File: config.mk
export PLATFORM = sky130hd
export DESIGN_NAME = rcmf_ctrl
export DESIGN_NICKNAME = d
export VERILOG_FILES = /design/src/rcmf_pkg.sv /design/src/rcmf_ctrl.sv
export SDC_FILE = /design/constraint.sdc
export NUM_CORES = 1
export LEC_CHECK = 0
export BUFFER_PORTS_ARGS = -buffer_cell sky130_fd_sc_hd__buf_4
export CORE_MARGIN = 2
export CORE_UTILIZATION = 60
export CTS_CLUSTER_SIZE = 12
export DETAILED_ROUTE_END_ITERATION = 16
export HOLD_SLACK_MARGIN = 0.12
export PLACE_DENSITY = 0.92
export SLEW_MARGIN = 30
export SYNTH_ARGS = -nofsm -noshare
export SYNTH_HDL_FRONTEND = slang
export SYNTH_SLANG_ARGS = --single-unit
File: constraint.sdc
create_clock -name clk_i -period 7.51 [get_ports clk_i]
set_clock_uncertainty 0.2 [all_clocks]
set_input_delay 1.1265 -clock clk_i [delete_from_list [all_inputs] [get_ports clk_i]]
set_output_delay 1.1265 -clock clk_i [all_outputs]
set_load 0.1 [all_outputs]
File: src/rcmf_pkg.sv
// ----------------------------------------------------------------------------
// rcmf_pkg: shared types, constants and arithmetic helpers
// Pixel, line-store entry and handshake payload types, config codes and the
// exact divide-by-five used for the rounded five-point mean.
// ----------------------------------------------------------------------------
`default_nettype none

package rcmf_pkg;

  localparam int unsigned DEF_MAX_WIDTH = 128;

  localparam int unsigned CH_W       = 8;
  localparam int unsigned FW_W       = 8;   // frame_width register
  localparam int unsigned FH_W       = 13;  // frame_height register
  localparam int unsigned ROW_W      = 12;  // row counters
  localparam int unsigned CFG_IDX_W  = 1;
  localparam int unsigned CFG_DATA_W = 13;

  localparam logic [FW_W-1:0] FRAME_WIDTH_RST  = 8'd128;
  localparam logic [FH_W-1:0] FRAME_HEIGHT_RST = 13'd4096;
  localparam int unsigned     WIDTH_MIN        = 3;
  localparam logic [FH_W-1:0] HEIGHT_MIN       = 13'd3;
  localparam logic [FH_W-1:0] HEIGHT_MAX       = 13'd4096;

  // Output queue
  localparam int unsigned OQ_DEPTH = 4;
  localparam int unsigned OQ_PTR_W = $clog2(OQ_DEPTH);
  localparam int unsigned OQ_CNT_W = $clog2(OQ_DEPTH + 1);

  // floor(x / 5) == (x * 1639) >> 13 for every x below 2730
  localparam int unsigned    SUM_W      = 11;
  localparam int unsigned    PROD_W     = 22;
  localparam logic [PROD_W-1:0] DIV5_MUL = 22'd1639;
  localparam int unsigned    DIV5_SHIFT = 13;

  typedef enum logic {
    CMD_PIXEL = 1'b0,
    CMD_FLUSH = 1'b1
  } cmd_e;

  typedef enum logic [CFG_IDX_W-1:0] {
    CFG_FRAME_WIDTH  = 1'b0,
    CFG_FRAME_HEIGHT = 1'b1
  } cfg_idx_e;

  // Source of the result pixel
  typedef enum logic [1:0] {
    SEL_CENTER = 2'd0,  // upper-store entry at the output column
    SEL_LOWER  = 2'd1,  // middle-store entry at the output column
    SEL_MEAN   = 2'd2   // five-point mean
  } sel_e;

  typedef struct packed {
    logic [CH_W-1:0] red;
    logic [CH_W-1:0] green;
    logic [CH_W-1:0] blue;
  } pixel_t;

  // One line-store entry holds the same column of both stored rows
  typedef struct packed {
    pixel_t upper;
    pixel_t middle;
  } line_t;

  typedef struct packed {
    logic            command;
    logic [CH_W-1:0] red_in;
    logic [CH_W-1:0] green_in;
    logic [CH_W-1:0] blue_in;
  } in_t;

  typedef struct packed {
    logic [CH_W-1:0] red_out;
    logic [CH_W-1:0] green_out;
    logic [CH_W-1:0] blue_out;
    logic            frame_end;
  } out_t;

  // Control handed from address stage to data stage
  typedef struct packed {
    logic   wr;       // pixel item: line-store write-back
    logic   emit;     // item produces a result
    sel_e   sel;
    logic   last;
    logic   fwd_a0;   // read hit on the previous item's write
    logic   fwd_a1;
    logic   fwd_b0;
    logic   fwd_b1;
    logic   self_a1;  // read hit on this item's own write
    logic   self_b0;
    logic   self_b1;
    pixel_t px;
  } s1_ctrl_t;

  function automatic logic [CH_W-1:0] div5(input logic [SUM_W-1:0] x);
    logic [PROD_W-1:0] p;
    p = PROD_W'(x) * DIV5_MUL;
    return p[DIV5_SHIFT +: CH_W];
  endfunction

  function automatic logic [CH_W-1:0] mean5(input logic [CH_W-1:0] c, input logic [CH_W-1:0] u,
                                            input logic [CH_W-1:0] d, input logic [CH_W-1:0] l,
                                            input logic [CH_W-1:0] r);
    logic [SUM_W-1:0] s;
    s = SUM_W'(c) + SUM_W'(u) + SUM_W'(d) + SUM_W'(l) + SUM_W'(r) + SUM_W'(2);
    return div5(s);
  endfunction

  function automatic pixel_t mean_pix(input pixel_t c, input pixel_t u, input pixel_t d,
                                      input pixel_t l, input pixel_t r);
    pixel_t m;
    m.red   = mean5(c.red,   u.red,   d.red,   l.red,   r.red);
    m.green = mean5(c.green, u.green, d.green, l.green, r.green);
    m.blue  = mean5(c.blue,  u.blue,  d.blue,  l.blue,  r.blue);
    return m;
  endfunction

endpackage

`default_nettype wire

File: src/rcmf_ctrl.sv
// ----------------------------------------------------------------------------
// rcmf_ctrl: config registers, position counters and address stage
// Decides per item whether it writes and emits, issues the four line-store
// reads and flags read hits for forwarding in the data stage.
// ----------------------------------------------------------------------------
`default_nettype none

module rcmf_ctrl #(
  parameter int unsigned MAX_WIDTH = rcmf_pkg::DEF_MAX_WIDTH
) (
  input  logic                                clk_i,
  input  logic                                rst_ni,
  input  logic                                cfg_valid_i,
  input  logic [rcmf_pkg::CFG_IDX_W-1:0]      cfg_index_i,
  input  logic [rcmf_pkg::CFG_DATA_W-1:0]     cfg_data_i,
  input  logic                                accept_i,
  input  rcmf_pkg::in_t                       in_data_i,
  output logic [$clog2(MAX_WIDTH)-1:0]        raddr_a0_o,
  output logic [$clog2(MAX_WIDTH)-1:0]        raddr_a1_o,
  output logic [$clog2(MAX_WIDTH)-1:0]        raddr_b0_o,
  output logic [$clog2(MAX_WIDTH)-1:0]        raddr_b1_o,
  output rcmf_pkg::s1_ctrl_t                  s1_o,
  output logic [$clog2(MAX_WIDTH)-1:0]        s1_waddr_o
);
  import rcmf_pkg::*;

  localparam int unsigned CW = $clog2(MAX_WIDTH);
  localparam int unsigned WW = CW + 1;

  logic [FW_W-1:0]  fw_q, fw_d;
  logic [FH_W-1:0]  fh_q, fh_d;
  logic [CW-1:0]    ci_q, ci_d, co_q, co_d;
  logic [ROW_W-1:0] ri_q, ri_d, ro_q, ro_d;
  s1_ctrl_t         s1_q, s1_d;
  logic [CW-1:0]    s1_waddr_q;

  logic [WW-1:0]    w_eff, ci_inc, co_inc;
  logic [FH_W-1:0]  h_eff, ri_inc, ro_inc;
  logic             ci_wrap, co_last, ri_wrap, ro_last;
  logic             fire, at_start, pending, is_flush, emit, border;
  logic [CW-1:0]    addr_a0, addr_a1, addr_b0, addr_b1;

  // Clamped frame sizes
  always_comb begin
    priority if (fw_q < FW_W'(WIDTH_MIN)) begin
      w_eff = WW'(WIDTH_MIN);
    end else if (32'(fw_q) > MAX_WIDTH) begin
      w_eff = WW'(MAX_WIDTH);
    end else begin
      w_eff = WW'(fw_q);
    end
    priority if (fh_q < HEIGHT_MIN) begin
      h_eff = HEIGHT_MIN;
    end else if (fh_q > HEIGHT_MAX) begin
      h_eff = HEIGHT_MAX;
    end else begin
      h_eff = fh_q;
    end
  end

  assign ci_inc  = {1'b0, ci_q} + WW'(1);
  assign co_inc  = {1'b0, co_q} + WW'(1);
  assign ri_inc  = {1'b0, ri_q} + FH_W'(1);
  assign ro_inc  = {1'b0, ro_q} + FH_W'(1);
  assign ci_wrap = ci_inc >= w_eff;
  assign co_last = co_inc >= w_eff;
  assign ri_wrap = ri_inc >= h_eff;
  assign ro_last = ro_inc >= h_eff;

  assign fire     = (ri_q >= ROW_W'(2)) || ((ri_q == ROW_W'(1)) && (ci_q != '0));
  assign at_start = (ri_q == '0) && (ci_q == '0);
  assign pending  = (ro_q != '0) || (co_q != '0);
  assign is_flush = in_data_i.command == CMD_FLUSH;
  assign emit     = is_flush ? (at_start && pending) : fire;
  assign border   = (ro_q == '0) || ro_last || (co_q == '0) || co_last;

  assign addr_a0 = ci_q;
  assign addr_a1 = co_q;
  assign addr_b0 = co_q - CW'(1);
  assign addr_b1 = co_q + CW'(1);

  always_comb begin
    fw_d = fw_q;
    fh_d = fh_q;
    if (cfg_valid_i) begin
      unique case (cfg_idx_e'(cfg_index_i))
        CFG_FRAME_WIDTH:  fw_d = cfg_data_i[FW_W-1:0];
        CFG_FRAME_HEIGHT: fh_d = cfg_data_i[FH_W-1:0];
      endcase
    end
  end

  always_comb begin
    ci_d = ci_q;
    ri_d = ri_q;
    co_d = co_q;
    ro_d = ro_q;
    if (accept_i) begin
      if (!is_flush) begin
        if (ci_wrap) begin
          ci_d = '0;
          ri_d = ri_wrap ? '0 : ri_inc[ROW_W-1:0];
        end else begin
          ci_d = ci_inc[CW-1:0];
        end
      end
      if (emit) begin
        if (co_last) begin
          co_d = '0;
          ro_d = ro_last ? '0 : ro_inc[ROW_W-1:0];
        end else begin
          co_d = co_inc[CW-1:0];
        end
      end else if (!is_flush && at_start && pending) begin
        // new frame starts before the old one was flushed: drop the rest
        co_d = '0;
        ro_d = '0;
      end
    end
  end

  always_comb begin
    s1_d.wr      = accept_i && !is_flush;
    s1_d.emit    = accept_i && emit;
    if (is_flush) begin
      s1_d.sel = ro_last ? SEL_LOWER : SEL_CENTER;
    end else begin
      s1_d.sel = border ? SEL_CENTER : SEL_MEAN;
    end
    s1_d.last    = ro_last && co_last;
    s1_d.fwd_a0  = s1_q.wr && (addr_a0 == s1_waddr_q);
    s1_d.fwd_a1  = s1_q.wr && (addr_a1 == s1_waddr_q);
    s1_d.fwd_b0  = s1_q.wr && (addr_b0 == s1_waddr_q);
    s1_d.fwd_b1  = s1_q.wr && (addr_b1 == s1_waddr_q);
    s1_d.self_a1 = !is_flush && (addr_a1 == ci_q);
    s1_d.self_b0 = !is_flush && (addr_b0 == ci_q);
    s1_d.self_b1 = !is_flush && (addr_b1 == ci_q);
    s1_d.px      = '{red:   in_data_i.red_in,
                     green: in_data_i.green_in,
                     blue:  in_data_i.blue_in};
  end

  always_ff @(posedge clk_i or negedge rst_ni) begin
    if (!rst_ni) begin
      fw_q <= FRAME_WIDTH_RST;
      fh_q <= FRAME_HEIGHT_RST;
      ci_q <= '0;
      ri_q <= '0;
      co_q <= '0;
      ro_q <= '0;
      s1_q <= '0;
    end else begin
      fw_q <= fw_d;
      fh_q <= fh_d;
      ci_q <= ci_d;
      ri_q <= ri_d;
      co_q <= co_d;
      ro_q <= ro_d;
      s1_q <= s1_d;
    end
  end

  always_ff @(posedge clk_i) begin
    s1_waddr_q <= ci_q;
  end

  assign raddr_a0_o = addr_a0;
  assign raddr_a1_o = addr_a1;
  assign raddr_b0_o = addr_b0;
  assign raddr_b1_o = addr_b1;
  assign s1_o       = s1_q;
  assign s1_waddr_o = s1_waddr_q;

endmodule

`default_nettype wire

# Word level (Yosys, flattened, before mapping)
# Cells that the tools add are included.
# Widths: inputs -> output; s select.
[word_totals]
reg_bits = 102
inputBits = 43
output_inout_bits = 71
word_cells = 99
[classes]
add_sub_neg = 6
n_lt_le_gt_ge = 9
n_eq_ne = 9
muxes = 17
bitwise_logic = 2
n_reduce_logical = 35
[op_table]
columns = ["op", "n"]
rows = [
  ["$mux 12", 5],
  ["$eq 7x7->1", 7],
  ["$mux 7", 4],
  ["$add 12x1->13 const B", 2],
  ["$ge 13x13->1", 2],
  ["$mux 13", 2],
  ["$logic_not 12->1", 2],
  ["$add 7x1->8 const B", 2],
  ["$ge 8x8->1", 2],
  ["$mux 8", 2],
  ["$logic_and 1x1->1", 15],
  ["$logic_not 7->1", 2],
  ["$reduce_bool 7->1", 2],
  ["$gt 13x13->1 const B", 1],
  ["$lt 13x2->1 const B", 1],
  ["$eq 12x1->1 const B", 1],
  ["$ge 12x2->1 const B", 1],
  ["$reduce_bool 12->1", 1],
  ["$gt 8x8->1 const B", 1],
  ["$lt 8x2->1 const B", 1],
  ["$reduce_and 2->1", 4],
  ["$add 7x1->7 const B", 1],
  ["$sub 7x1->7 const B", 1],
  ["$reduce_and 3->1", 2],
  ["other kinds (7)", 14],
]

# Depth between registers and ports, before layout
# Gate-level depths: netlist (run 1).
[depth]
depth_word = 9
depth_mapped = 14
depth_no_buf = 14

# Worst setup path after synthesis (run 1)
# Ideal clock, no wire load.
[synth_timing]
kind = "register to register"
start = "register co_q[2], in the netlist raddr_a1_o[2]"
end = "register ro_q[3]"
setup_time_ps = 128
arrival_time_ps = 5031
required_time_ps = 7182
path_slack_ps = 2151
path_stages_with_launch = 15
n_path_buf = 4
period_less_slack_ps = 5359
cell_sequence = "dfrtp_1 -> buf_2 -> and3_1 -> and3_1 -> clkbuf_1 -> xor2_1 -> ha_1 -> a2111oi_0 -> o21ai_0 -> nand2_1 -> o311a_1 -> buf_6 -> nand2b_4 -> buf_6 -> o22ai_2"
[synth_via]
elab_chain_cells = 6
word_cells_on_any_way = 11
cone_classes = "1 x add/sub; 1 x order compare; 1 x eq/ne; 2 x mux; 6 x reduce/logical"
[synth_rtl]
columns = ["item", "line_no", "text"]
rows = [
  ["from (decl)", "rcmf_ctrl.sv:32", "logic [CW-1:0] ci_q, ci_d, co_q, co_d;"],
  ["from (signal assigned)", "rcmf_ctrl.sv:157", "co_q <= co_d;"],
  ["parallel branches: the longest is 6 deep, another holds $add 7x1->8", "n/a", ""],
  ["to (signal assigned)", "rcmf_ctrl.sv:158", "ro_q <= ro_d;"],
  ["to (decl)", "rcmf_ctrl.sv:33", "logic [ROW_W-1:0] ri_q, ri_d, ro_q, ro_d;"],
]
# Several ways; the timed one is not identified.
# A chain may end at the register's enable or synchronous reset.

# Worst setup path in the final report (run 1)
[layout_timing]
start = "register ro_q[0]"
end = "register ro_q[2]"
[layout_via]
elab_chain_cells = 6
word_cells_on_any_way = 13
cone_classes = "1 x add/sub; 1 x order compare; 1 x eq/ne; 4 x mux; 6 x reduce/logical"
[layout_rtl]
columns = ["item"]
rows = [
  ["parallel branches: the longest is 6 deep, another holds $add 12x1->13"],
]
# Several ways; the timed one is not identified. The select of a mux whose other input is x is not followed.

==> results of run 1 <==
==> kinds of logic after synthesis <==
family | after synthesis | share of synthesized area (%)
xor+xnor | 78 | 11.21
compound gates | 100 | 12.05
buf+inv | 55 | 3.922
fa+ha+maj | 50 | 10.27
mux | 20 | 3.696
flops | 102 | 41.36
simple gates | 199 | 17.50
==> metrics by stage <==
step	util, %	cell area (um2)
3_5_place_dp	71.33	7004
4_1_cts	73.50	7217
3_3_place_gp	71.33	7004
6_report	73.50	7217
2_1_floorplan	-	6093
5_1_grt	73.50	7217
==> path summary, 6_finish.rpt <==
check	start	to	slack, ns	depth (start not counted)
max	ro_q[0]	ro_q[2]	3.40	13
min	fw_q[1]	fw_q[1]	0.33	1
max reg2reg	ro_q[0]	ro_q[2]	3.40	13
min reg2reg	fw_q[1]	fw_q[1]	0.33	1
max in group asynchronous	rst_ni	ri_q[1]	5.51	2
min in group asynchronous	rst_ni	ri_q[8]	0.45	1
==> sequential cells by signal (all words and copies together), names as in the netlist <==
signal and flops:
s1_o 36, fh_q 13, ri_q 12, ro_q 12
fw_q 8, raddr_a0_o 7, raddr_a1_o 7, s1_waddr_o 7
==> placed cells by master (no fill, tap or decap), types with 6 or more instances in the layout <==
| cell type | synthesis | layout |
|---|---|---|
| sky130_fd_sc_hd__and3_1 | 16 | 16 |
| sky130_fd_sc_hd__clkbuf_8 | 0 | 9 |
| sky130_fd_sc_hd__nand4_1 | 11 | 11 |
| sky130_fd_sc_hd__nand3_1 | 19 | 19 |
| sky130_fd_sc_hd__buf_4 | 1 | 115 |
| sky130_fd_sc_hd__o22ai_2 | 8 | 8 |
| sky130_fd_sc_hd__inv_1 | 28 | 28 |
| sky130_fd_sc_hd__nand2b_1 | 13 | 13 |
| sky130_fd_sc_hd__nor2_1 | 29 | 29 |
| sky130_fd_sc_hd__a21oi_1 | 10 | 10 |
| sky130_fd_sc_hd__ha_1 | 50 | 50 |
| sky130_fd_sc_hd__dfxtp_1 | 7 | 7 |
| sky130_fd_sc_hd__dfrtp_1 | 93 | 93 |
| sky130_fd_sc_hd__xor2_1 | 24 | 24 |
| sky130_fd_sc_hd__a22o_1 | 7 | 7 |
| sky130_fd_sc_hd__o21ai_0 | 24 | 24 |
| sky130_fd_sc_hd__a21o_1 | 8 | 8 |
| sky130_fd_sc_hd__o21ai_1 | 6 | 6 |
| sky130_fd_sc_hd__nor4_1 | 7 | 7 |
| sky130_fd_sc_hd__mux2_2 | 20 | 20 |
| sky130_fd_sc_hd__and2_1 | 6 | 6 |
| sky130_fd_sc_hd__nor3_1 | 11 | 11 |
| sky130_fd_sc_hd__nand2_1 | 57 | 57 |
| sky130_fd_sc_hd__xnor2_1 | 54 | 54 |
==> final cells by class <==
cell class              count  area (um2)
fillers                   672        2603
inverters                  32       120.1
clock inverters             7       88.84
repair buffers            115       863.3
flip-flops and latches    102        2520
multi-input cells         447        3334
clock buffers               9       123.9
well taps                 133       166.4
==> per-layer routing <==
layer,GRT usage (%),up-vias
met5,0,-
met4,11.81,0
li1,-,2325
met2,44.81,229
met3,4.741,34
met1,36.62,2398
==> report_power, final <==
part | switching (uW) | internal [uW] | total, uW
Sequential | 163 | 640 | 803
Clock | 228 | 138 | 366
Combinational | 1140 | 459 | 1600
==> cells in the mapped netlist (3+ instances only) <==
cell type / number / area, um2
sky130_fd_sc_hd__dfrtp_1: 93 / 2327
sky130_fd_sc_hd__nand2_1: 57 / 214.0
sky130_fd_sc_hd__xnor2_1: 54 / 473.0
sky130_fd_sc_hd__ha_1: 50 / 625.6
sky130_fd_sc_hd__nor2_1: 29 / 108.9
sky130_fd_sc_hd__inv_1: 28 / 105.1
sky130_fd_sc_hd__o21ai_0: 24 / 120.1
sky130_fd_sc_hd__xor2_1: 24 / 210.2
sky130_fd_sc_hd__mux2_2: 20 / 225.2
sky130_fd_sc_hd__nand3_1: 19 / 95.09
sky130_fd_sc_hd__and3_1: 16 / 100.1
sky130_fd_sc_hd__nand2b_1: 13 / 81.33
sky130_fd_sc_hd__nand4_1: 11 / 68.82
sky130_fd_sc_hd__nor3_1: 11 / 55.05
sky130_fd_sc_hd__a21oi_1: 10 / 50.05
sky130_fd_sc_hd__clkbuf_1: 10 / 37.54
sky130_fd_sc_hd__a21o_1: 8 / 60.06
sky130_fd_sc_hd__o22ai_2: 8 / 100.1
sky130_fd_sc_hd__a22o_1: 7 / 61.31
sky130_fd_sc_hd__dfxtp_1: 7 / 140.1
sky130_fd_sc_hd__nor4_1: 7 / 43.79
sky130_fd_sc_hd__and2_1: 6 / 37.54
sky130_fd_sc_hd__o21ai_1: 6 / 30.03
sky130_fd_sc_hd__a211oi_1: 5 / 37.54
sky130_fd_sc_hd__buf_2: 5 / 25.02
sky130_fd_sc_hd__nor4_2: 5 / 62.56
sky130_fd_sc_hd__o21a_1: 5 / 37.54
sky130_fd_sc_hd__a31oi_1: 4 / 25.02
sky130_fd_sc_hd__buf_1: 4 / 15.01
sky130_fd_sc_hd__o2111ai_1: 4 / 35.03
sky130_fd_sc_hd__or4_1: 4 / 30.03
sky130_fd_sc_hd__buf_6: 3 / 33.78
sky130_fd_sc_hd__nor2b_1: 3 / 18.77
sky130_fd_sc_hd__or3_1: 3 / 18.77
==> summary.json, run 1 <==
{
  "grt_first_pass_wirelength": {"value": 24630, "unit": "um"},
  "gp_congestion": {"value": 0.9651},
  "tritoncts": {"value": "built"},
  "fin_crit": {"value": 4.108, "unit": "ns"},
  "slowest_stage": {"value": "sky130_fd_sc_hd__nor4_1"},
  "crit_type": {"value": "reg2reg"},
  "floorplan.core_area": {"value": 9819, "unit": "um2"},
  "cts-root-buf": {"value": "sky130_fd_sc_hd__clkbuf_8"},
  "result_of_the_run": {"value": "finished clean"},
  "fraction_of_layout_instances_using_a_drive_strength_above_1": {"value": 25.28, "unit": "%"},
  "hpwl": {"value": 11080, "unit": "um"},
  "synth_sequential_area_ratio": {"value": 41.36, "unit": "%"},
  "synth_cell_type_count": {"value": 64},
  "clock_insertion_delay_worst_skew": {"value": 0.38, "unit": "ns"},
  "fin_nets": {"value": 800},
  "max_freq": {"value": 0.2434, "unit": "GHz"},
  "route.met2.wl": {"value": 7035, "unit": "um"},
  "slew_at_the_pin_closest_to_its_max_slew_limit": {"value": 0.8520, "unit": "ns"},
  "clk_pin_slew": {"value": 0.11, "unit": "ns"},
  "synth_top_flop_cell": {"value": "sky130_fd_sc_hd__dfrtp_1"},
  "pin_count": {"value": 114},
  "fin_tns_setup": {"value": 0, "unit": "ns"},
  "post_cts_hold_buffer_count": {"value": 0},
  "drt-pass1-iter-count": {"value": 5},
  "first_iter_violations": {"value": 338},
  "cts-root-to-sink-buffers": {"value": 2},
  "tritoncts_num_sinks": {"value": 102},
  "ys_seq_elements": {"value": 102},
  "nets_in_the_synthesized_netlist": {"value": 697},
  "maxUsedRoutingLayer": {"value": "met4"},
  "final.hold.worst_slack": {"value": 0.3282, "unit": "ns"},
  "die_area": {"value": 10980, "unit": "um2"},
  "routedLengthMet1": {"value": 6244, "unit": "um"},
  "place_inst": {"value": 829},
  "critical_path.most_common_cell": {"value": "sky130_fd_sc_hd__ha_1"},
  "grt_antenna_before_repair": {"value": 0},
  "power-per-cell-area": {"value": 383.2, "unit": "nW/um2"},
  "period_share": {"value": 54.70, "unit": "%"},
  "grt_use_total": {"value": 27.63, "unit": "%"},
  "chipWidth": {"value": 104.8, "unit": "um"},
  "via_count": {"value": 4986},
  "share_of_async_settable_or_async_resettable_flops_after_synthesis": {"value": 93.14, "unit": "%"},
  "detail_route.drc_violations": {"value": 0},
  "cp_top_family": {"value": "simple AND/OR/NAND/NOR gates"},
  "core.rowCount": {"value": 36},
  "cts_setup_buffers": {"value": 0},
  "worst_setup_path_end_kind": {"value": "flip-flop"},
  "synthesis.area": {"value": 6093, "unit": "um2"},
  "synthesis.yosys.warnings": {"value": 0},
  "ant_nets": {"value": 0},
  "power.total": {"value": 2765, "unit": "uW"},
  "grt_pass1_vias": {"value": 5096},
  "floorplan.initialDensity": {"value": 62.05, "unit": "%"},
  "timing.final.max_slew_violations": {"value": 0},
  "start_kind": {"value": "flip-flop"},
  "slew_headroom": {"value": 43.20, "unit": "%"},
  "n_antenna_cell": {"value": 0},
  "cap_viol_max_count": {"value": 0},
  "rsz0062_at_grt": {"value": "no"},
  "critical_path.max_fanout": {"value": 10},
  "routed_via_density": {"value": 5.901},
  "finalNonFillerCells": {"value": 845},
  "dp_worst_setup_slack": {"value": 3.516, "unit": "ns"},
  "worst-endpoint-arrival": {"value": 4.16, "unit": "ns"},
  "synthToLayoutAreaGrowth": {"value": 18.44, "unit": "%"},
  "worst-path-buf-inv": {"value": 0},
  "critical_path_required": {"value": 7.56, "unit": "ns"},
  "setup-violations-final": {"value": 0},
  "slowest_delay": {"value": 0.60, "unit": "ns"},
  "grt_max_degree": {"value": 70},
  "synth_edf_count": {"value": 0},
  "detail_route.wirelength": {"value": 14620, "unit": "um"},
  "cts_made_buffers": {"value": 9},
  "netlist_instances": {"value": 604},
  "y_dimension_of_the_die": {"value": 104.8, "unit": "um"},
  "grt_overflow": {"value": 0},
  "crit_chain": {"value": "ha_1 > and3_1 > nand3_1 > nor4_1 > xnor2_1 > ha_1 > nand4_1 > nor2_1 > o2111ai_1 > o211ai_1 > nor2_4 > nand2b_4 > o22ai_2"},
  "vdd_drop_max": {"value": 385.7, "unit": "uV"},
  "final-hold-violation-count": {"value": 0},
  "final.setup.worst_slack": {"value": 3.402, "unit": "ns"},
  "holdCritPathClass": {"value": "reg2reg"},
  "placement.io_buffers": {"value": 113},
  "total_leakage_power": {"value": 0.003420, "unit": "uW"},
  "routed_wire_length_per_instance": {"value": 17.31, "unit": "um"},
  "clock_tree.htree_level_count": {"value": 3},
  "post_cts.resized_instances": {"value": 0},
  "route.met3.wl": {"value": 972, "unit": "um"},
  "mean_post_synth_cell_area": {"value": 10.09, "unit": "um2"}
}
Power figures use the tool's default switching activity.
==> inputs of run 2 (changes only) <==
--- a/config.mk
+++ b/config.mk
@@ -5,13 +5,14 @@
 export SDC_FILE = /design/constraint.sdc
 export NUM_CORES = 1
 export LEC_CHECK = 0
+export ABC_AREA = 1
 export BUFFER_PORTS_ARGS = -buffer_cell sky130_fd_sc_hd__buf_4
 export CORE_MARGIN = 2
-export CORE_UTILIZATION = 60
+export CORE_UTILIZATION = 57
 export CTS_CLUSTER_SIZE = 12
 export DETAILED_ROUTE_END_ITERATION = 16
 export HOLD_SLACK_MARGIN = 0.12
-export PLACE_DENSITY = 0.92
+export PLACE_DENSITY = 0.88
 export SLEW_MARGIN = 30
 export SYNTH_ARGS = -nofsm -noshare
 export SYNTH_HDL_FRONTEND = slang
==> constraint.sdc (replaced) <==
create_clock -name clk_i -period 4.3 [get_ports clk_i]
set_clock_uncertainty 0.2 [all_clocks]
set_input_delay 0.645 -clock clk_i [delete_from_list [all_inputs] [get_ports clk_i]]
set_output_delay 0.645 -clock clk_i [all_outputs]
set_load 0.1 [all_outputs]
==> summary.json, run 2 <==
{
  "worst-endpoint-arrival": {"value": 3.50, "unit": "ns", "change": "was 4.16 ns"},
  "max_freq": {"value": 0.2917, "unit": "GHz", "change": "was 0.2434 GHz"},
  "floorplan.core_area": {"value": 10890, "unit": "um2", "change": "was 9819 um2"},
  "layout.area.seq": {"value": 2521, "unit": "um2", "change": "was 2520 um2"},
  "synth_top_cell_area_share": {"value": 36.58, "unit": "%", "change": "was 38.19%"},
  "rsz0062_at_grt": {"value": "no", "change": "unchanged"},
  "core.rowCount": {"value": 38, "change": "was 36"},
  "power-per-cell-area": {"value": 713.5, "unit": "nW/um2", "change": "was 383.2 nW/um2"},
  "fin_tns_setup": {"value": 0, "unit": "ns", "change": "unchanged"},
  "clk_pin_slew": {"value": 0.10, "unit": "ns", "change": "was 0.11 ns"},
  "nets_in_the_synthesized_netlist": {"value": 898, "change": "was 697"},
  "power.total": {"value": 5381, "unit": "uW", "change": "was 2765 uW"},
  "pin_count": {"value": 114, "change": "unchanged"},
  "grt_pass1_vias": {"value": 5441, "change": "was 5096"},
  "critical_path_required": {"value": 4.37, "unit": "ns", "change": "was 7.56 ns"},
  "detail_route.drc_violations": {"value": 0, "change": "unchanged"},
  "via_count": {"value": 5754, "change": "was 4986"},
  "total_leakage_power": {"value": 0.003977, "unit": "uW", "change": "was 0.003420 uW"},
  "regToRegStartpoint": {"value": "raddr_a0_o[0]", "change": "was ro_q[0]"},
  "final_common_cell": {"value": "sky130_fd_sc_hd__nand2_1", "change": "was sky130_fd_sc_hd__buf_4"},
  "hpwl": {"value": 12080, "unit": "um", "change": "was 11080 um"},
  "layout.cells.most_common_list": {"value": "sky130_fd_sc_hd__nand2_1 (202), sky130_fd_sc_hd__buf_4 (116), sky130_fd_sc_hd__inv_1 (94)", "change": "was sky130_fd_sc_hd__buf_4 (115), sky130_fd_sc_hd__dfrtp_1 (93), sky130_fd_sc_hd__nand2_1 (57)"},
  "synth_top_cells_by_count": {"value": "sky130_fd_sc_hd__nand2_1 (202), sky130_fd_sc_hd__inv_1 (95), sky130_fd_sc_hd__dfrtp_1 (93)", "change": "was sky130_fd_sc_hd__dfrtp_1 (93), sky130_fd_sc_hd__nand2_1 (57), sky130_fd_sc_hd__xnor2_1 (54)"},
  "slew_headroom": {"value": 51.07, "unit": "%", "change": "was 43.20%"},
  "cts-root-buf": {"value": "sky130_fd_sc_hd__clkbuf_8", "change": "unchanged"},
  "routed_wire_length_per_instance": {"value": 15.22, "unit": "um", "change": "was 17.31 um"},
  "tritoncts_num_sinks": {"value": 102, "change": "unchanged"},
  "detail_route.wirelength": {"value": 16070, "unit": "um", "change": "was 14620 um"},
  "floorplan.initialDensity": {"value": 58.43, "unit": "%", "change": "was 62.05%"},
  "crit_start": {"value": "raddr_a0_o[0]", "change": "was ro_q[0]"},
  "chipWidth": {"value": 109.7, "unit": "um", "change": "was 104.8 um"},
  "grt_first_pass_wirelength": {"value": 26000, "unit": "um", "change": "was 24630 um"},
  "synth_sequential_area_ratio": {"value": 39.61, "unit": "%", "change": "was 41.36%"},
  "synth_cell_type_count": {"value": 43, "change": "was 64"},
  "post-route-cell-area": {"value": 7542, "unit": "um2", "change": "was 7217 um2"},
  "tritoncts": {"value": "built", "change": "unchanged"},
  "leading_cell_type_by_number_of_instances_after_synthesis": {"value": "sky130_fd_sc_hd__nand2_1", "change": "was sky130_fd_sc_hd__dfrtp_1"},
  "post_cts.resized_instances": {"value": 0, "change": "unchanged"},
  "y_dimension_of_the_die": {"value": 109.7, "unit": "um", "change": "was 104.8 um"},
  "placement.io_buffers": {"value": 113, "change": "unchanged"},
  "crit_type": {"value": "reg2reg", "change": "unchanged"},
  "multi_input_area": {"value": 3359, "unit": "um2", "change": "was 3334 um2"},
  "period_share": {"value": 79.71, "unit": "%", "change": "was 54.70%"},
  "fraction_of_layout_instances_using_a_drive_strength_above_1": {"value": 18.78, "unit": "%", "change": "was 25.28%"},
  "synthesis.area": {"value": 6362, "unit": "um2", "change": "was 6093 um2"},
  "worst_hold_startpoint": {"value": "in_data_i[16]", "change": "was fw_q[1]"},
  "flip_flop_count_of_the_largest_register_after_layout": {"value": 36, "change": "unchanged"},
  "clock_tree.htree_level_count": {"value": 3, "change": "unchanged"},
  "synth_edf_count": {"value": 0, "change": "unchanged"},
  "cts-root-to-sink-buffers": {"value": 2, "change": "unchanged"},
  "num-fill-cells": {"value": 903, "change": "was 672"},
  "critical_path.max_fanout": {"value": 24, "change": "was 10"},
  "fin_nets": {"value": 1004, "change": "was 800"},
  "netlist_instances": {"value": 805, "change": "was 604"},
  "final-hold-violation-count": {"value": 0, "change": "unchanged"},
  "drt-pass1-iter-count": {"value": 5, "change": "unchanged"},
  "grt_overflow": {"value": 0, "change": "unchanged"},
  "grt_antenna_before_repair": {"value": 0, "change": "unchanged"},
  "mean_post_synth_cell_area": {"value": 7.904, "unit": "um2", "change": "was 10.09 um2"},
  "first_iter_violations": {"value": 370, "change": "was 338"},
  "setup-violations-final": {"value": 0, "change": "unchanged"},
  "start_kind": {"value": "flip-flop", "change": "unchanged"},
  "slew_at_the_pin_closest_to_its_max_slew_limit": {"value": 0.7321, "unit": "ns", "change": "was 0.8520 ns"},
  "vdd_drop_max": {"value": 738.5, "unit": "uV", "change": "was 385.7 uV"},
  "holdCritPathClass": {"value": "in2reg", "change": "was reg2reg"},
  "synthDominantAreaCellType": {"value": "sky130_fd_sc_hd__dfrtp_1", "change": "unchanged"},
  "grt_max_degree": {"value": 71, "change": "was 70"},
  "grt_use_total": {"value": 28.09, "unit": "%", "change": "was 27.63%"},
  "synthesis.yosys.warnings": {"value": 0, "change": "unchanged"},
  "routed_via_density": {"value": 5.449, "change": "was 5.901"},
  "fin_crit": {"value": 3.428, "unit": "ns", "change": "was 4.108 ns"},
  "synth_top_flop_cell": {"value": "sky130_fd_sc_hd__dfrtp_1", "change": "unchanged"},
  "synthToLayoutAreaGrowth": {"value": 18.54, "unit": "%", "change": "was 18.44%"},
  "ys_seq_elements": {"value": 102, "change": "unchanged"},
  "n_antenna_cell": {"value": 0, "change": "unchanged"},
  "cts_setup_buffers": {"value": 0, "change": "unchanged"},
  "ys_top_cells_by_area": {"value": "sky130_fd_sc_hd__dfrtp_1 (37%), sky130_fd_sc_hd__nand2_1 (12%), sky130_fd_sc_hd__ha_1 (9.8%)", "change": "was sky130_fd_sc_hd__dfrtp_1 (38%), sky130_fd_sc_hd__ha_1 (10%), sky130_fd_sc_hd__xnor2_1 (7.8%)"},
  "clock_insertion_delay_worst_skew": {"value": 0.39, "unit": "ns", "change": "was 0.38 ns"},
  "timing.final.max_slew_violations": {"value": 0, "change": "unchanged"},
  "cts_made_buffers": {"value": 9, "change": "unchanged"},
  "worst_setup_path_end_kind": {"value": "flip-flop", "change": "unchanged"},
  "ant_nets": {"value": 0, "change": "unchanged"},
  "result_of_the_run": {"value": "finished clean", "change": "unchanged"},
  "placement.cell_area": {"value": 7307, "unit": "um2", "change": "was 7004 um2"},
  "gp_congestion": {"value": 1.018, "change": "was 0.9651"},
  "share_of_async_settable_or_async_resettable_flops_after_synthesis": {"value": 93.14, "unit": "%", "change": "unchanged"},
  "die_area": {"value": 12020, "unit": "um2", "change": "was 10980 um2"},
  "cap_viol_max_count": {"value": 0, "change": "unchanged"}
}
run 2: cell types whose count changed in the layout (fill, tap and decap cells not counted), moves of 16 or more:
cell | before | now
sky130_fd_sc_hd__and3_1 | 16 | 0
sky130_fd_sc_hd__xnor2_1 | 54 | 11
sky130_fd_sc_hd__mux2_2 | 20 | 4
sky130_fd_sc_hd__nand3_1 | 19 | 58
sky130_fd_sc_hd__nand2_1 | 57 | 202
sky130_fd_sc_hd__nor2_1 | 29 | 71
sky130_fd_sc_hd__inv_1 | 28 | 94
run 2: path summary, 6_finish.rpt:
check                      endpoint  slack (ns)  cells past startpoint
max reg2reg                 ri_q[8]        0.87                     14
min                        s1_o[16]        0.16                      1
min in group asynchronous   ri_q[5]        0.61                      2
max                         ri_q[8]        0.87                     14
max in group asynchronous  s1_o[14]        2.46                      3
min reg2reg                 fw_q[7]        0.32                      2
run 2: logic make-up after synthesis:
group	after synthesis	share of synthesized area (%)
flip-flops	102	39.61
XOR/XNOR	48	6.608
AND/OR/NAND/NOR	394	27.20
multiplexers	4	0.7079
AO/OA/AOI/OAI	86	7.886
buffers and inverters	121	8.161
adder cells (fa/ha/maj)	50	9.833
run 2: power breakdown:
group | internal (uW) | switching, uW
Combinational | 814 | 2520
Clock | 343 | 338
Sequential | 1110 | 251
Total | 2270 | 3110
run 2: repair_timing:
action | in CTS | in global routing
hold endpoints to repair | 0 | 37
hold buffers | 0 | 1
setup endpoints to repair | 0 | 0
run 2: area by class of cell:
cell class,count,share of cell area [%]
Inverter,98,4.944
Multi-Input combinational cell,582,44.54
Timing Repair Buffer,118,11.83
Clock buffer,10,1.825
Sequential cell,102,33.43
Clock inverter,6,1.111
Tap cell,140,2.322
run 2: worst max-delay path, cell delays in order (launching register included):
cell and delay, ns:
sky130_fd_sc_hd__dfrtp_1 0.49, sky130_fd_sc_hd__inv_1 0.20, sky130_fd_sc_hd__nor3_1 0.38, sky130_fd_sc_hd__nand4_1 0.19
sky130_fd_sc_hd__nand2_1 0.11, sky130_fd_sc_hd__inv_1 0.05, sky130_fd_sc_hd__ha_1 0.30, sky130_fd_sc_hd__a21oi_1 0.14
sky130_fd_sc_hd__nor2_1 0.06, sky130_fd_sc_hd__a211oi_1 0.20, sky130_fd_sc_hd__nand3_1 0.13, sky130_fd_sc_hd__nand2_1 0.56
sky130_fd_sc_hd__nor2_1 0.10, sky130_fd_sc_hd__nand3_1 0.12, sky130_fd_sc_hd__nand2_1 0.06
run 2: per-stage QoR:
step	setup WS, ns	util [%]	instances	hold WS [ns]
final	0.8723	69.27	1056	0.1566
after global routing	0.5184	69.27	1056	0.1282
after CTS	0.9207	69.15	1055	0.1396
after detailed placement	0.9299	67.11	1039	0.2997
after global placement	1.004	67.11	1039	0.2885
after floorplan	0.1500	-	805	0.1494
run 2: per-layer routing:
metal | vias up | part of all wire [%] | GRT usage (%)
li1 | 2816 | - | -
met1 | 2647 | 42 | 36.28
met2 | 241 | 46 | 45.06
met3 | 50 | 8.7 | 5.750
met4 | 0 | 3.0 | 13.56
met5 | - | 0 | 0
==> inputs of run 3 (changes only) <==
--- a/config.mk
+++ b/config.mk
@@ -5,14 +5,14 @@
 export SDC_FILE = /design/constraint.sdc
 export NUM_CORES = 1
 export LEC_CHECK = 0
-export ABC_AREA = 1
+export ABC_AREA = 0
 export BUFFER_PORTS_ARGS = -buffer_cell sky130_fd_sc_hd__buf_4
 export CORE_MARGIN = 2
-export CORE_UTILIZATION = 57
+export CORE_UTILIZATION = 56
 export CTS_CLUSTER_SIZE = 12
 export DETAILED_ROUTE_END_ITERATION = 16
 export HOLD_SLACK_MARGIN = 0.12
-export PLACE_DENSITY = 0.88
+export PLACE_DENSITY = 0.87
 export SLEW_MARGIN = 30
 export SYNTH_ARGS = -nofsm -noshare
 export SYNTH_HDL_FRONTEND = slang
==> constraint.sdc (replaced) <==
create_clock -name clk_i -period 3.2 [get_ports clk_i]
set_clock_uncertainty 0.2 [all_clocks]
set_input_delay 0.48 -clock clk_i [delete_from_list [all_inputs] [get_ports clk_i]]
set_output_delay 0.48 -clock clk_i [all_outputs]
set_load 0.1 [all_outputs]
==> summary.json, run 3 (synthesis gave the netlist of run 1 again) <==
{
  "total_leakage_power": {"value": 0.004008, "unit": "uW", "change": "was 0.003977 uW"},
  "clock_insertion_delay_worst_skew": {"value": 0.38, "unit": "ns", "change": "was 0.39 ns"},
  "crit_type": {"value": "reg2reg", "change": "unchanged"},
  "setup-violations-final": {"value": 18, "change": "was 0"},
  "placement.io_buffers": {"value": 113, "change": "unchanged"},
  "clk_pin_slew": {"value": 0.11, "unit": "ns", "change": "was 0.10 ns"},
  "grt.met2_usage": {"value": 53.23, "unit": "%", "change": "was 45.06%"},
  "final_common_cell": {"value": "sky130_fd_sc_hd__buf_4", "change": "was sky130_fd_sc_hd__nand2_1"},
  "detail_route.drc_violations": {"value": 0, "change": "unchanged"},
  "final.setup.worst_slack": {"value": -0.2584, "unit": "ns", "change": "was 0.8723 ns"},
  "clock_tree.htree_level_count": {"value": 3, "change": "unchanged"},
  "cts_made_buffers": {"value": 9, "change": "unchanged"},
  "routed_wire_length_per_instance": {"value": 19.78, "unit": "um", "change": "was 15.22 um"},
  "placement.cell_area": {"value": 7811, "unit": "um2", "change": "was 7307 um2"},
  "final-hold-violation-count": {"value": 0, "change": "unchanged"},
  "grt_first_pass_wirelength": {"value": 27940, "unit": "um", "change": "was 26000 um"},
  "fin_crit": {"value": 3.458, "unit": "ns", "change": "was 3.428 ns"},
  "slowest_stage": {"value": "sky130_fd_sc_hd__or4b_4", "change": "was sky130_fd_sc_hd__nand2_1"},
  "tritoncts_num_sinks": {"value": 102, "change": "unchanged"},
  "floorplan.core_area": {"value": 10750, "unit": "um2", "change": "was 10890 um2"},
  "chipWidth": {"value": 108.3, "unit": "um", "change": "was 109.7 um"},
  "floorplan.initialDensity": {"value": 56.71, "unit": "%", "change": "was 58.43%"},
  "tritoncts": {"value": "built", "change": "unchanged"},
  "period_share": {"value": 108.1, "unit": "%", "change": "was 79.71%"},
  "grt_use_total": {"value": 30.86, "unit": "%", "change": "was 28.09%"},
  "rsz0062_at_grt": {"value": "yes", "change": "was no"},
  "critical_path_required": {"value": 3.32, "unit": "ns", "change": "was 4.37 ns"},
  "slew_at_the_pin_closest_to_its_max_slew_limit": {"value": 0.6616, "unit": "ns", "change": "was 0.7321 ns"},
  "ant_nets": {"value": 0, "change": "unchanged"},
  "grt_pass1_vias": {"value": 5637, "change": "was 5441"},
  "layout.cells.most_common_list": {"value": "sky130_fd_sc_hd__buf_4 (199), sky130_fd_sc_hd__dfrtp_1 (81), sky130_fd_sc_hd__nand2_1 (56)", "change": "was sky130_fd_sc_hd__nand2_1 (202), sky130_fd_sc_hd__buf_4 (116), sky130_fd_sc_hd__inv_1 (94)"},
  "grt_util_met1": {"value": 38.68, "unit": "%", "change": "was 36.28%"},
  "gp_congestion": {"value": 0.9581, "change": "was 1.018"},
  "first_iter_violations": {"value": 515, "change": "was 370"},
  "start_kind": {"value": "flip-flop", "change": "unchanged"},
  "grt_max_degree": {"value": 37, "change": "was 71"},
  "pin_count": {"value": 114, "change": "unchanged"},
  "cap_viol_max_count": {"value": 0, "change": "unchanged"},
  "slew_headroom": {"value": 55.80, "unit": "%", "change": "was 51.07%"},
  "globalRouteMet3Util": {"value": 4.943, "unit": "%", "change": "was 5.750%"},
  "cts-root-buf": {"value": "sky130_fd_sc_hd__clkbuf_8", "change": "unchanged"},
  "detail_route.wirelength": {"value": 19170, "unit": "um", "change": "was 16070 um"},
  "fraction_of_layout_instances_using_a_drive_strength_above_1": {"value": 42.22, "unit": "%", "change": "was 18.78%"},
  "core.rowCount": {"value": 38, "change": "unchanged"},
  "via_count": {"value": 5820, "change": "was 5754"},
  "drt-pass1-iter-count": {"value": 5, "change": "unchanged"},
  "failed_checks": {"value": "negative setup slack"},
  "routed_via_density": {"value": 6.006, "change": "was 5.449"},
  "vdd_drop_max": {"value": 1257, "unit": "uV", "change": "was 738.5 uV"},
  "timing.final.max_slew_violations": {"value": 0, "change": "unchanged"},
  "worst-endpoint-arrival": {"value": 3.58, "unit": "ns", "change": "was 3.50 ns"},
  "max_freq": {"value": 0.2891, "unit": "GHz", "change": "was 0.2917 GHz"},
  "cts-root-to-sink-buffers": {"value": 2, "change": "unchanged"},
  "power-per-cell-area": {"value": 841.2, "unit": "nW/um2", "change": "was 713.5 nW/um2"},
  "fin_nets": {"value": 917, "change": "was 1004"},
  "hpwl": {"value": 12580, "unit": "um", "change": "was 12080 um"},
  "critical_path.max_fanout": {"value": 6, "change": "was 24"},
  "crit_chain": {"value": "nand3_2 > nor2_4 > or4b_4 > buf_4 > xnor2_1 > ha_1 > nor3_1 > o21ai_0 > o2111ai_1 > o211ai_1 > buf_4 > buf_12 > nor3_1 > o21ai_1 > o21ai_2", "change": "was inv_1 > nor3_1 > nand4_1 > nand2_1 > inv_1 > ha_1 > a21oi_1 > nor2_1 > a211oi_1 > nand3_1 > nand2_1 > nor2_1 > nand3_1 > nand2_1"},
  "die_area": {"value": 11730, "unit": "um2", "change": "was 12020 um2"},
  "result_of_the_run": {"value": "complete, but fails checks", "change": "was finished clean"},
  "grt_overflow": {"value": 0, "change": "unchanged"},
  "slowest_delay": {"value": 0.50, "unit": "ns", "change": "was 0.56 ns"},
  "y_dimension_of_the_die": {"value": 108.3, "unit": "um", "change": "was 109.7 um"},
  "num-fill-cells": {"value": 590, "change": "was 903"},
  "grt_antenna_before_repair": {"value": 0, "change": "unchanged"},
  "synthToLayoutAreaGrowth": {"value": 43.24, "unit": "%", "change": "was 18.54%"},
  "gr-max-usage-layer": {"value": "met2", "change": "unchanged"},
  "post-route-cell-area": {"value": 8728, "unit": "um2", "change": "was 7542 um2"},
  "flip_flop_count_of_the_largest_register_after_layout": {"value": 36, "change": "unchanged"},
  "final_util": {"value": 81.23, "unit": "%", "change": "was 69.27%"},
  "dp_worst_setup_slack": {"value": -0.3450, "unit": "ns", "change": "was 0.9299 ns"},
  "n_antenna_cell": {"value": 0, "change": "unchanged"},
  "worst_setup_path_end_kind": {"value": "flip-flop", "change": "unchanged"},
  "holdCritPathClass": {"value": "in2reg", "change": "unchanged"}
}
[run 3: changes by cell type in the layout (fill, tap and decap cells not counted), moves of 16 or more]
cell / change
sky130_fd_sc_hd__inv_1: -71
sky130_fd_sc_hd__xor2_1: -16
sky130_fd_sc_hd__buf_4: +83
sky130_fd_sc_hd__xnor2_1: +38
sky130_fd_sc_hd__o21ai_0: -22
sky130_fd_sc_hd__nand2_1: -146
sky130_fd_sc_hd__a21oi_1: -20
sky130_fd_sc_hd__nand3_1: -44
sky130_fd_sc_hd__mux2_2: +16
sky130_fd_sc_hd__dlygate4sd3_1: +24
sky130_fd_sc_hd__nor2_1: -46
[run 3: repair_timing]
action,in CTS,in global routing
hold buffers,25,0
endpoints found under the setup margin,24,34
pin swaps,11,36
hold endpoints to repair,58,0
resized for setup,27,43
setup buffers,7,15
gates cloned,1,1
[run 3: cell type report]
class | instances | area (um2) | share of cell area [%]
clock inverters | 7 | 66.31 | 0.7597
flip-flops and latches | 102 | 2550 | 29.21
repair buffers | 231 | 1834 | 21.01
inverters | 32 | 135.1 | 1.548
well taps | 140 | 175.2 | 2.007
multi-input cells | 448 | 3844 | 44.04
clock buffers | 9 | 123.9 | 1.419
[run 3: through the flow]
step | hold WS (ns) | setup TNS [ns] | power [uW] | cells
final | 0.1254 | -2.784 | 7343 | 969
after floorplan | -0.01559 | -10.70 | 4970 | 604
after global routing | 0.1168 | -7.051 | 7661 | 969
after detailed placement | 0.2437 | -4.807 | 6151 | 904
after CTS | 0.1248 | -0.2294 | 7071 | 953
after global placement | 0.2382 | -0.06184 | 6003 | 904
[run 3: final timing paths]
kind	depth (start not counted)	from	slack, ns	end
setup / recovery	15	ro_q[1]	-0.26	ro_q[10]
hold / removal	2	cfg_data_i[10]	0.13	fh_q[10]
setup reg to reg	15	ro_q[1]	-0.26	ro_q[10]
hold reg to reg	1	fw_q[0]	0.32	fw_q[0]
max in group asynchronous	3	rst_ni	1.62	fw_q[7]
min in group asynchronous	2	rst_ni	0.36	s1_o[3]
[run 3: per-layer routing]
metal / up-vias / part of all wire, % / wire, um
li1: 2546 / - / -
met1: 2867 / 40 / 7590
met2: 325 / 50 / 9550
met3: 82 / 6.0 / 1155
met4: 0 / 4.5 / 871
met5: - / 0 / 0
[run 3: worst max-delay path: cells and delay by family, from the launching register on]
family                     cells  cell delay, ns
and+or+nand+nor                5            1.26
AOI/OAI and AO/OA              5            0.68
buffers and inverters          3            0.47
DFF                            1            0.42
adders and majority gates      1            0.23
xor gates and xnor gates       1            0.13
[run 3: where the power goes]
group / internal (uW) / switching, uW / total, uW
logic: 1570 / 3170 / 4730
clock network: 304 / 520 / 824
registers: 1530 / 260 / 1790
